[config.mk]
export PLATFORM = sky130hd
export DESIGN_NAME = interrupt_priority_controller_unit
export DESIGN_NICKNAME = d
export VERILOG_FILES = /design/src/rtl/core/ipc_pkg.sv /design/src/rtl/core/interrupt_priority_controller_unit.sv /design/src/rtl/core/ipc_src_table.sv /design/src/rtl/core/ipc_best_unit.sv /design/src/rtl/core/ipc_ctrl.sv
export SDC_FILE = /design/constraint.sdc
export NUM_CORES = 1
export LEC_CHECK = 0
export BUFFER_PORTS_ARGS = -buffer_cell sky130_fd_sc_hd__buf_2
export CAP_MARGIN = 20
export CORE_AREA = 2 2 352 285
export CTS_CLUSTER_DIAMETER = 200
export CTS_CLUSTER_SIZE = 16
export DETAILED_ROUTE_END_ITERATION = 6
export DIE_AREA = 0 0 354 287
export PLACE_DENSITY = 0.37
export SYNTH_ARGS = -nofsm -noshare
export SYNTH_HDL_FRONTEND = slang
export SYNTH_SLANG_ARGS = --single-unit
[constraint.sdc]
create_clock -name aclk -period 7.9 [get_ports aclk]
set_input_delay 0.79 -clock aclk [delete_from_list [all_inputs] [get_ports aclk]]
set_output_delay 0.79 -clock aclk [all_outputs]
set_load 0.02 [all_outputs]
[src/rtl/core/ipc_pkg.sv]
// ----------------------------------------------------------------------------
// ipc_pkg
// Shared types, codes and helpers of the interrupt priority controller.
// ----------------------------------------------------------------------------
package ipc_pkg;

    localparam int SRC_W  = 5;
    localparam int VAL_W  = 8;
    localparam int PRIO_W = 8;
    localparam int KIND_W = 3;
    localparam int MODE_W = 3;

    localparam logic [PRIO_W-1:0] PRIO_RESET = 8'hFF;

    typedef logic [KIND_W-1:0] kind_t;
    typedef logic [MODE_W-1:0] mode_t;

    localparam kind_t KIND_SET_MODE = 3'd0;
    localparam kind_t KIND_LINE     = 3'd1;
    localparam kind_t KIND_SW_PEND  = 3'd2;
    localparam kind_t KIND_READ_TOP = 3'd3;
    localparam kind_t KIND_CLAIM    = 3'd4;
    localparam kind_t KIND_ENABLE   = 3'd5;
    localparam kind_t KIND_PRIO     = 3'd6;

    localparam mode_t MODE_INACTIVE   = 3'd0;
    localparam mode_t MODE_DETACHED   = 3'd1;
    localparam mode_t MODE_EDGE_RISE  = 3'd2;
    localparam mode_t MODE_EDGE_FALL  = 3'd3;
    localparam mode_t MODE_LEVEL_HIGH = 3'd4;
    localparam mode_t MODE_LEVEL_LOW  = 3'd5;

    typedef enum logic [2:0] {
        ST_IDLE,
        ST_EXEC,
        ST_SCAN,
        ST_CLAIM,
        ST_DONE
    } state_t;

    // write strobes and data for one source entry
    typedef struct packed {
        logic              we_mode;
        mode_t             mode;
        logic              we_pend;
        logic              pend;
        logic              we_en;
        logic              en;
        logic              we_prio;
        logic [PRIO_W-1:0] prio;
        logic              we_line;
        logic              line;
    } tbl_wr_t;

    // contents of one source entry
    typedef struct packed {
        mode_t             mode;
        logic              pend;
        logic              en;
        logic              line;
        logic [PRIO_W-1:0] prio;
    } tbl_rd_t;

    // control of the shared best-candidate compare unit
    typedef struct packed {
        logic clear;
        logic step;
    } best_ctl_t;

    // level modes follow the line, all others keep the given bit
    function automatic logic mirror_or(mode_t mode, logic line, logic keep);
        logic r;
        r = keep;
        if (mode == MODE_LEVEL_HIGH) begin
            r = line;
        end else if (mode == MODE_LEVEL_LOW) begin
            r = ~line;
        end
        return r;
    endfunction

endpackage

[src/rtl/core/interrupt_priority_controller_unit.sv]
// ----------------------------------------------------------------------------
// interrupt_priority_controller_unit
// Interrupt domain with per-source mode, line, pending, enable and priority;
// read top and claim scan the sources for the lowest priority winner.
// ----------------------------------------------------------------------------
// sequence: register accesses pass EXEC and DONE from accept to result beat;
//   read top passes SCAN and DONE, claim SCAN, CLAIM and DONE; the scan
//   checks one source per cycle in the compare unit, from source 1 upward
// throughput: one access at a time, the next beat is taken once the
//   result sits in the output register
// reset: synchronous active low, source state and threshold take their reset values
module interrupt_priority_controller_unit
    import ipc_pkg::*;
#(
    parameter int NUM_SOURCES = 32
) (
    input  logic        aclk,
    input  logic        aresetn,
    input  logic        cfg_wr_en,
    input  logic [7:0]  cfg_wr_data,  // priority_threshold
    input  logic        s_tvalid,
    output logic        s_tready,
    input  logic [15:0] s_tdata,      // source[4:0], value[12:5], zero[15:13]
    input  logic [2:0]  s_tuser,      // kind[2:0]
    output logic        m_tvalid,
    input  logic        m_tready,
    output logic [15:0] m_tdata       // top_source[4:0], top_priority[12:5], zero[15:13]
);

    // only the addressable sources need storage
    localparam int DEPTH = (NUM_SOURCES < (1 << SRC_W)) ? NUM_SOURCES : (1 << SRC_W);
    localparam int AW    = $clog2(DEPTH);

    logic [PRIO_W-1:0] threshold_reg;
    logic [AW-1:0]     addr;
    tbl_wr_t           wr;
    tbl_rd_t           rd;
    best_ctl_t         best_ctl;
    logic              found;
    logic [AW-1:0]     best_id;
    logic [PRIO_W-1:0] best_prio;
    logic [SRC_W-1:0]  top_source;
    logic [PRIO_W-1:0] top_priority;

    always_ff @(posedge aclk) begin
        if (!aresetn) begin
            threshold_reg <= '0;
        end else if (cfg_wr_en) begin
            threshold_reg <= cfg_wr_data;
        end
    end

    ipc_ctrl #(
        .NUM_SOURCES (NUM_SOURCES),
        .DEPTH       (DEPTH),
        .AW          (AW)
    ) u_ctrl (
        .aclk             (aclk),
        .aresetn          (aresetn),
        .in_valid         (s_tvalid),
        .in_ready         (s_tready),
        .in_kind          (s_tuser),
        .in_source        (s_tdata[4:0]),
        .in_value         (s_tdata[12:5]),
        .out_valid        (m_tvalid),
        .out_ready        (m_tready),
        .out_top_source   (top_source),
        .out_top_priority (top_priority),
        .addr             (addr),
        .wr               (wr),
        .rd               (rd),
        .best_ctl         (best_ctl),
        .found            (found),
        .best_id          (best_id),
        .best_prio        (best_prio)
    );

    ipc_src_table #(
        .DEPTH (DEPTH),
        .AW    (AW)
    ) u_table (
        .aclk    (aclk),
        .aresetn (aresetn),
        .addr    (addr),
        .wr      (wr),
        .rd      (rd)
    );

    ipc_best_unit #(
        .AW (AW)
    ) u_best (
        .aclk      (aclk),
        .aresetn   (aresetn),
        .ctl       (best_ctl),
        .id        (addr),
        .rd        (rd),
        .threshold (threshold_reg),
        .found     (found),
        .best_id   (best_id),
        .best_prio (best_prio)
    );

    assign m_tdata = {3'b000, top_priority, top_source};

endmodule

[src/rtl/core/ipc_src_table.sv]
// ----------------------------------------------------------------------------
// ipc_src_table
// Per-source state: mode, pending, enable, priority and line level, with
// one shared address for read and write.
// ----------------------------------------------------------------------------
module ipc_src_table
    import ipc_pkg::*;
#(
    parameter int DEPTH = 32,
    parameter int AW    = 5
) (
    input  logic          aclk,
    input  logic          aresetn,
    input  logic [AW-1:0] addr,
    input  tbl_wr_t       wr,
    output tbl_rd_t       rd
);

    mode_t             mode_reg [DEPTH];
    logic              pend_reg [DEPTH];
    logic              en_reg   [DEPTH];
    logic [PRIO_W-1:0] prio_reg [DEPTH];
    logic              line_reg [DEPTH];

    always_ff @(posedge aclk) begin
        if (!aresetn) begin
            for (int i = 0; i < DEPTH; i++) begin
                mode_reg[i] <= MODE_INACTIVE;
                pend_reg[i] <= 1'b0;
                en_reg[i]   <= 1'b0;
                prio_reg[i] <= PRIO_RESET;
                line_reg[i] <= 1'b0;
            end
        end else begin
            if (wr.we_mode) mode_reg[addr] <= wr.mode;
            if (wr.we_pend) pend_reg[addr] <= wr.pend;
            if (wr.we_en)   en_reg[addr]   <= wr.en;
            if (wr.we_prio) prio_reg[addr] <= wr.prio;
            if (wr.we_line) line_reg[addr] <= wr.line;
        end
    end

    // addresses past the last entry read as a cleared entry
    always_comb begin
        rd = '0;
        if (32'(addr) < DEPTH) begin
            rd.mode = mode_reg[addr];
            rd.pend = pend_reg[addr];
            rd.en   = en_reg[addr];
            rd.line = line_reg[addr];
            rd.prio = prio_reg[addr];
        end
    end

endmodule

[src/rtl/core/ipc_best_unit.sv]
// ----------------------------------------------------------------------------
// ipc_best_unit
// Shared compare unit: while stepping, checks one entry per cycle against the
// threshold and keeps the best candidate seen so far.
// ----------------------------------------------------------------------------
module ipc_best_unit
    import ipc_pkg::*;
#(
    parameter int AW = 5
) (
    input  logic              aclk,
    input  logic              aresetn,
    input  best_ctl_t         ctl,
    input  logic [AW-1:0]     id,
    input  tbl_rd_t           rd,
    input  logic [PRIO_W-1:0] threshold,
    output logic              found,
    output logic [AW-1:0]     best_id,
    output logic [PRIO_W-1:0] best_prio
);

    logic              found_reg;
    logic [AW-1:0]     id_reg;
    logic [PRIO_W-1:0] prio_reg;
    logic              cand;
    logic              better;

    assign cand   = ctl.step && rd.pend && rd.en &&
                    ((threshold == '0) || (rd.prio < threshold));
    // strict compare keeps the lower id on a tie
    assign better = !found_reg || (rd.prio < prio_reg);

    always_ff @(posedge aclk) begin
        if (!aresetn) begin
            found_reg <= 1'b0;
        end else if (ctl.clear) begin
            found_reg <= 1'b0;
        end else if (cand && better) begin
            found_reg <= 1'b1;
        end
    end

    always_ff @(posedge aclk) begin
        if (!ctl.clear && cand && better) begin
            id_reg   <= id;
            prio_reg <= rd.prio;
        end
    end

    assign found     = found_reg;
    assign best_id   = id_reg;
    assign best_prio = prio_reg;

endmodule

[src/rtl/core/ipc_ctrl.sv]
// ----------------------------------------------------------------------------
// ipc_ctrl
// Access sequencer: takes one beat, applies it to the source table or
// scans sources 1 to DEPTH-1, then loads the result into the output register.
// ----------------------------------------------------------------------------
module ipc_ctrl
    import ipc_pkg::*;
#(
    parameter int NUM_SOURCES = 32,
    parameter int DEPTH       = 32,
    parameter int AW          = 5
) (
    input  logic              aclk,
    input  logic              aresetn,
    input  logic              in_valid,
    output logic              in_ready,
    input  kind_t             in_kind,
    input  logic [SRC_W-1:0]  in_source,
    input  logic [VAL_W-1:0]  in_value,
    output logic              out_valid,
    input  logic              out_ready,
    output logic [SRC_W-1:0]  out_top_source,
    output logic [PRIO_W-1:0] out_top_priority,
    output logic [AW-1:0]     addr,
    output tbl_wr_t           wr,
    input  tbl_rd_t           rd,
    output best_ctl_t         best_ctl,
    input  logic              found,
    input  logic [AW-1:0]     best_id,
    input  logic [PRIO_W-1:0] best_prio
);

    localparam logic [AW-1:0] LAST_IDX = AW'(DEPTH - 1);

    state_t            state_reg, state_next;
    logic [AW-1:0]     cnt_reg, cnt_next;
    kind_t             kind_reg;
    logic [SRC_W-1:0]  src_reg;
    logic [VAL_W-1:0]  val_reg;
    logic              out_valid_reg;
    logic [SRC_W-1:0]  out_src_reg;
    logic [PRIO_W-1:0] out_prio_reg;

    logic accept;
    logic scan_kind;
    logic src_ok;
    logic bit_v;
    logic out_load;

    assign accept    = in_ready && in_valid;
    assign scan_kind = (kind_reg == KIND_READ_TOP) || (kind_reg == KIND_CLAIM);
    assign src_ok    = 32'(src_reg) < NUM_SOURCES;
    assign bit_v     = val_reg[0];
    assign out_load  = (state_reg == ST_DONE) && (!out_valid_reg || out_ready);

    always_ff @(posedge aclk) begin
        if (!aresetn) begin
            state_reg <= ST_IDLE;
            cnt_reg   <= '0;
        end else begin
            state_reg <= state_next;
            cnt_reg   <= cnt_next;
        end
    end

    always_ff @(posedge aclk) begin
        if (accept) begin
            kind_reg <= in_kind;
            src_reg  <= in_source;
            val_reg  <= in_value;
        end
    end

    // next state
    always_comb begin
        state_next = state_reg;
        cnt_next   = cnt_reg;
        case (state_reg)
            ST_IDLE: begin
                if (in_valid) begin
                    cnt_next = AW'(1);
                    if ((in_kind == KIND_READ_TOP) || (in_kind == KIND_CLAIM)) begin
                        state_next = ST_SCAN;
                    end else begin
                        state_next = ST_EXEC;
                    end
                end
            end
            ST_EXEC: begin
                state_next = ST_DONE;
            end
            ST_SCAN: begin
                cnt_next = cnt_reg + AW'(1);
                if (cnt_reg == LAST_IDX) begin
                    state_next = (kind_reg == KIND_CLAIM) ? ST_CLAIM : ST_DONE;
                end
            end
            ST_CLAIM: begin
                state_next = ST_DONE;
            end
            ST_DONE: begin
                if (!out_valid_reg || out_ready) begin
                    state_next = ST_IDLE;
                end
            end
            default: begin
                state_next = ST_IDLE;
            end
        endcase
    end

    // outputs
    always_comb begin
        in_ready       = 1'b0;
        addr           = cnt_reg;
        wr             = '0;
        best_ctl.clear = 1'b0;
        best_ctl.step  = 1'b0;
        case (state_reg)
            ST_IDLE: begin
                in_ready       = 1'b1;
                best_ctl.clear = in_valid;
            end
            ST_EXEC: begin
                addr = src_reg[AW-1:0];
                if (src_ok) begin
                    case (kind_reg)
                        KIND_SET_MODE: begin
                            if (val_reg <= VAL_W'(MODE_LEVEL_LOW)) begin
                                wr.we_mode = 1'b1;
                                wr.mode    = val_reg[MODE_W-1:0];
                                if (val_reg == VAL_W'(MODE_INACTIVE)) begin
                                    wr.we_pend = 1'b1;
                                    wr.pend    = 1'b0;
                                end
                            end
                        end
                        KIND_LINE: begin
                            wr.we_line = 1'b1;
                            wr.line    = bit_v;
                            wr.pend    = 1'b1;
                            if (rd.mode == MODE_EDGE_RISE) begin
                                wr.we_pend = !rd.line && bit_v;
                            end else if (rd.mode == MODE_EDGE_FALL) begin
                                wr.we_pend = rd.line && !bit_v;
                            end else begin
                                wr.we_pend = 1'b1;
                                wr.pend    = mirror_or(rd.mode, bit_v, rd.pend);
                            end
                        end
                        KIND_SW_PEND: begin
                            if (rd.mode != MODE_INACTIVE) begin
                                wr.we_pend = 1'b1;
                                wr.pend    = mirror_or(rd.mode, rd.line, bit_v);
                            end
                        end
                        KIND_ENABLE: begin
                            wr.we_en = 1'b1;
                            wr.en    = bit_v;
                        end
                        KIND_PRIO: begin
                            wr.we_prio = 1'b1;
                            wr.prio    = val_reg;
                        end
                        default: begin
                        end
                    endcase
                end
            end
            ST_SCAN: begin
                addr          = cnt_reg;
                best_ctl.step = 1'b1;
            end
            ST_CLAIM: begin
                addr = best_id;
                // clear the winner, a level source still asserted stays pending
                if (found) begin
                    wr.we_pend = 1'b1;
                    wr.pend    = mirror_or(rd.mode, rd.line, 1'b0);
                end
            end
            default: begin
            end
        endcase
    end

    always_ff @(posedge aclk) begin
        if (!aresetn) begin
            out_valid_reg <= 1'b0;
        end else if (out_load) begin
            out_valid_reg <= 1'b1;
        end else if (out_ready) begin
            out_valid_reg <= 1'b0;
        end
    end

    always_ff @(posedge aclk) begin
        if (out_load) begin
            out_src_reg  <= (scan_kind && found) ? SRC_W'(best_id) : '0;
            out_prio_reg <= (scan_kind && found) ? best_prio : '0;
        end
    end

    assign out_valid        = out_valid_reg;
    assign out_top_source   = out_src_reg;
    assign out_top_priority = out_prio_reg;

endmodule

==> results.cfg <==
[cells_and_area]
n_antenna_cell = 0
final_area_mm2 = 0.0270
fin_nets = 2178
nFillCells = 10200
area_growth_pct = 11.1
drive_gt1_share_pct = 10.7
largest_reg_flops = 256

[logic_synthesis]
synth_fa_ha_area_share_pct = 0.822
yosys-mux-area-fraction_pct = 7.41
synth-compound-area-share_pct = 8.96
synth_xor_area_share_pct = 0.0719
netlist_instances = 2209
yosys_warnings = 0
synthArstFlopShare_pct = 0
syn_avg_cell_area_um2 = 11.0
yosys.area_share.simple_pct = 20.0
synth-seq-area-share_pct = 57.9
ys_ff_latch = 508
synth_top_family_by_area = simple AND/OR/NAND/NOR gates
synth_cell_types = 62
synth_edf_count = 394
ys.flop_type = edfxtp_1
synth_area_mm2 = 0.0244

[worst_setup_path]
r2r_slack_ns = 1.28
crit_type = reg -> reg
crit_required_ns = 8.18
crit_fanout = 54
startpoint_type = register
endpoint_kind = register
crit_arrival_ns = 6.90

[place]
dp_slack_ns = 1.33
routabilityCongestion = 0.740
portBuffers = 43
placed_area_mm2 = 0.0260
hpwl_um = 45800

[cts]
root_buffer = clkbuf_16
worstSkewPairLatency_ns = 0.58
clock-sinks = 508
cts_inserted_buffers = 37
tritoncts = yes
cts_setup_buffers = 0
cts_resized = 0
cts_hold_buffers = 0
clockBufferDepth = 3
h-tree-depth = 2
clkTransAtPathRegs_ns = 0.08

[power]
vdd_drop_max_uv = 123
comb_power_share_pct = 16.8
leakage_nw = 8.76
p_per_area_mw_per_mm2 = 216
swShare_pct = 29.3
power.switching_mw = 1.71
p_clk_share_pct = 33.1
p_int_mw = 4.12
seqPwrFrac_pct = 50.1

[sta]
fmax_mhz = 151
setup_slack_ns = 1.28
skew_ns = 0.0295
period_needed_ns = 6.62
hold_viol_final = 0
fin_setup_tns_ns = 0
grt_setup_unrepaired = false
fin_crit_sh_pct = 83.7
setup_viol = 0
finalMaxSlewViolations = 0
worst_pin_slew_ns = 1.03
whs_ns = 0.381
maxSlewHeadroom_pct = 30.7

[floorplan]
dieArea_mm2 = 0.102
rows = 103
io_pins = 50
die_h_um = 287
core_mm2 = 0.0979
die_w_um = 354
start_util_pct = 24.9

[route]
num_vias = 17100
drt_first_pass_iters = 5
drt_iter0_drc = 1585
ant_nets = 0
vias_per_cell = 4.94
drc_errors = 0
drt_wl_total_um = 78700
wl_per_cell_um = 22.7

[global_route]
grt-ovfl-total = 0
grt_max_degree = 108
grt_pass1_wl_um = 116000
grt_pass1_vias = 16600
antenna_found_initial = 6
grt_use_total_pct = 15.2

[status]
outcome = finished, final reports clean

[min_path]
hp-class = in -> reg

[job]
cap_violations = 0
cells in the final DEF (no fill, tap or decap), drive strengths merged, types with 3 or more instances in the layout:
master  netlist  layout
nand2       384     384
inv          24      24
or3         252     252
a21boi        5       5
nand3        40      40
o31ai        65      65
o21ai        44      44
nor3          8       8
a21oi        19      19
nor3b         4       4
mux2          6       6
conb          1       3
clkbuf      204      60
buf          39     122
a31oi        44      44
and2         16      16
mux2i       116     116
dfxtp       114     114
nand2b        3       3
a22oi        16      16
nand4        11      11
edfxtp      394     394
o211ai       64      64
or4          10      10
nor4         38      38
mux4         24      24
nor2b        14      14
nor2         51      51
o22ai        31      31
a32oi        17      17
ha           16      16
and3        112     112
power groups by stage:
| stage | combinational (mW) | clock [mW] | sequential [mW] |
|---|---|---|---|
| 2_1_floorplan | 0.623 | 0 | 2.98 |
| 4_1_cts | 0.990 | 2.00 | 2.92 |
| 3_3_place_gp | 0.983 | 0 | 2.98 |
| 5_1_grt | 1.06 | 2.08 | 2.92 |
| 6_report | 0.978 | 1.93 | 2.92 |
| 3_5_place_dp | 0.988 | 0 | 2.98 |
cells in the mapped netlist, drive strengths merged, types with 2 or more instances:
| library cell | count | area share [%] |
|---|---|---|
| o211a | 2 | 0.082 |
| buf | 39 | 1.2 |
| nand2 | 384 | 5.9 |
| inv | 24 | 0.37 |
| a32oi | 17 | 0.61 |
| o22ai | 31 | 0.80 |
| o21ai | 44 | 0.90 |
| and3 | 112 | 2.9 |
| dfxtp | 114 | 9.4 |
| nand2b | 3 | 0.077 |
| a21boi | 5 | 0.15 |
| and2 | 16 | 0.41 |
| mux4 | 24 | 2.2 |
| a31oi | 44 | 1.1 |
| o21a | 2 | 0.062 |
| mux2i | 116 | 4.9 |
| clkbuf | 204 | 3.1 |
| mux2 | 6 | 0.32 |
| nor3 | 8 | 0.16 |
| nand4 | 11 | 0.28 |
| nor2b | 14 | 0.39 |
| nand3 | 40 | 0.84 |
| nor4 | 38 | 1.1 |
| or3 | 252 | 6.5 |
| o31ai | 65 | 2.0 |
| or4 | 10 | 0.31 |
| nor3b | 4 | 0.12 |
| xnor2 | 2 | 0.072 |
| edfxtp | 394 | 49 |
| o211ai | 64 | 2.0 |
| ha | 16 | 0.82 |
| a211oi | 2 | 0.062 |
| a21oi | 19 | 0.39 |
| nor2 | 51 | 0.79 |
| or3b | 2 | 0.072 |
| a22oi | 16 | 0.49 |
final timing paths:
path	start	cells past startpoint	endpoint
max	u_ctrl.state_reg[1]	19	u_best.best_prio[0]
min	s_tdata[3]	1	u_ctrl.src_reg[3]
max reg2reg	u_ctrl.state_reg[1]	19	u_best.best_prio[0]
min reg2reg	u_table.pend_reg[3]	2	u_table.pend_reg[3]
metal layers:
| layer | up-vias | global-route usage (%) | routed length, um |
|---|---|---|---|
| li1 | 8033 | - | - |
| met1 | 8600 | 23.0 | 39500 |
| met2 | 424 | 22.9 | 33600 |
| met3 | 71 | 1.94 | 4120 |
| met4 | 0 | 3.37 | 1430 |
| met5 | - | 0 | 0 |
metrics by stage:
stage	util, %	std cells	total power [mW]
detailed placement	26.5	3402	3.97
global route	27.6	3464	6.07
floorplan	-	2211	3.60
global placement	26.5	3398	3.96
finish	27.6	3464	5.83
CTS	27.6	3463	5.91
cell type report:
cell class / count / area, um^2 / share of cell area [%]
sequential: 508 / 14100 / 52.2
clock buffer: 59 / 1050 / 3.89
inverter: 25 / 103 / 0.379
multi-input combinational: 1435 / 9210 / 34.0
timing repair buffer: 123 / 892 / 3.30
tap: 1312 / 1640 / 6.07
clock inverter: 2 / 38.8 / 0.143
kinds of logic after synthesis:
family	count (synthesis)
AND/OR/NAND/NOR	951
flip-flops	508
AO/OA/AOI/OAI	317
buffers and inverters	268
multiplexers	146
adder cells (fa/ha/maj)	16
XOR/XNOR	2
other	1
critical path, cell delays in order (launching register included):
cell and delay [ns]:
dfxtp_1 0.74, mux2i_1 0.32, mux2_8 0.48, buf_4 0.67, nand2_1 0.10, and3_1 0.20, a31oi_1 0.26, o22ai_1 0.12
nor4_1 0.81, ha_1 0.38, and4_1 0.22, a21oi_1 0.14, nand2_1 0.07, a21oi_1 0.20, o21ai_0 0.15, nor4_1 0.18
nand3_1 0.19, a41oi_1 0.25, nor3b_2 0.50, buf_4 0.28
(Power assumes the default switching activity.)
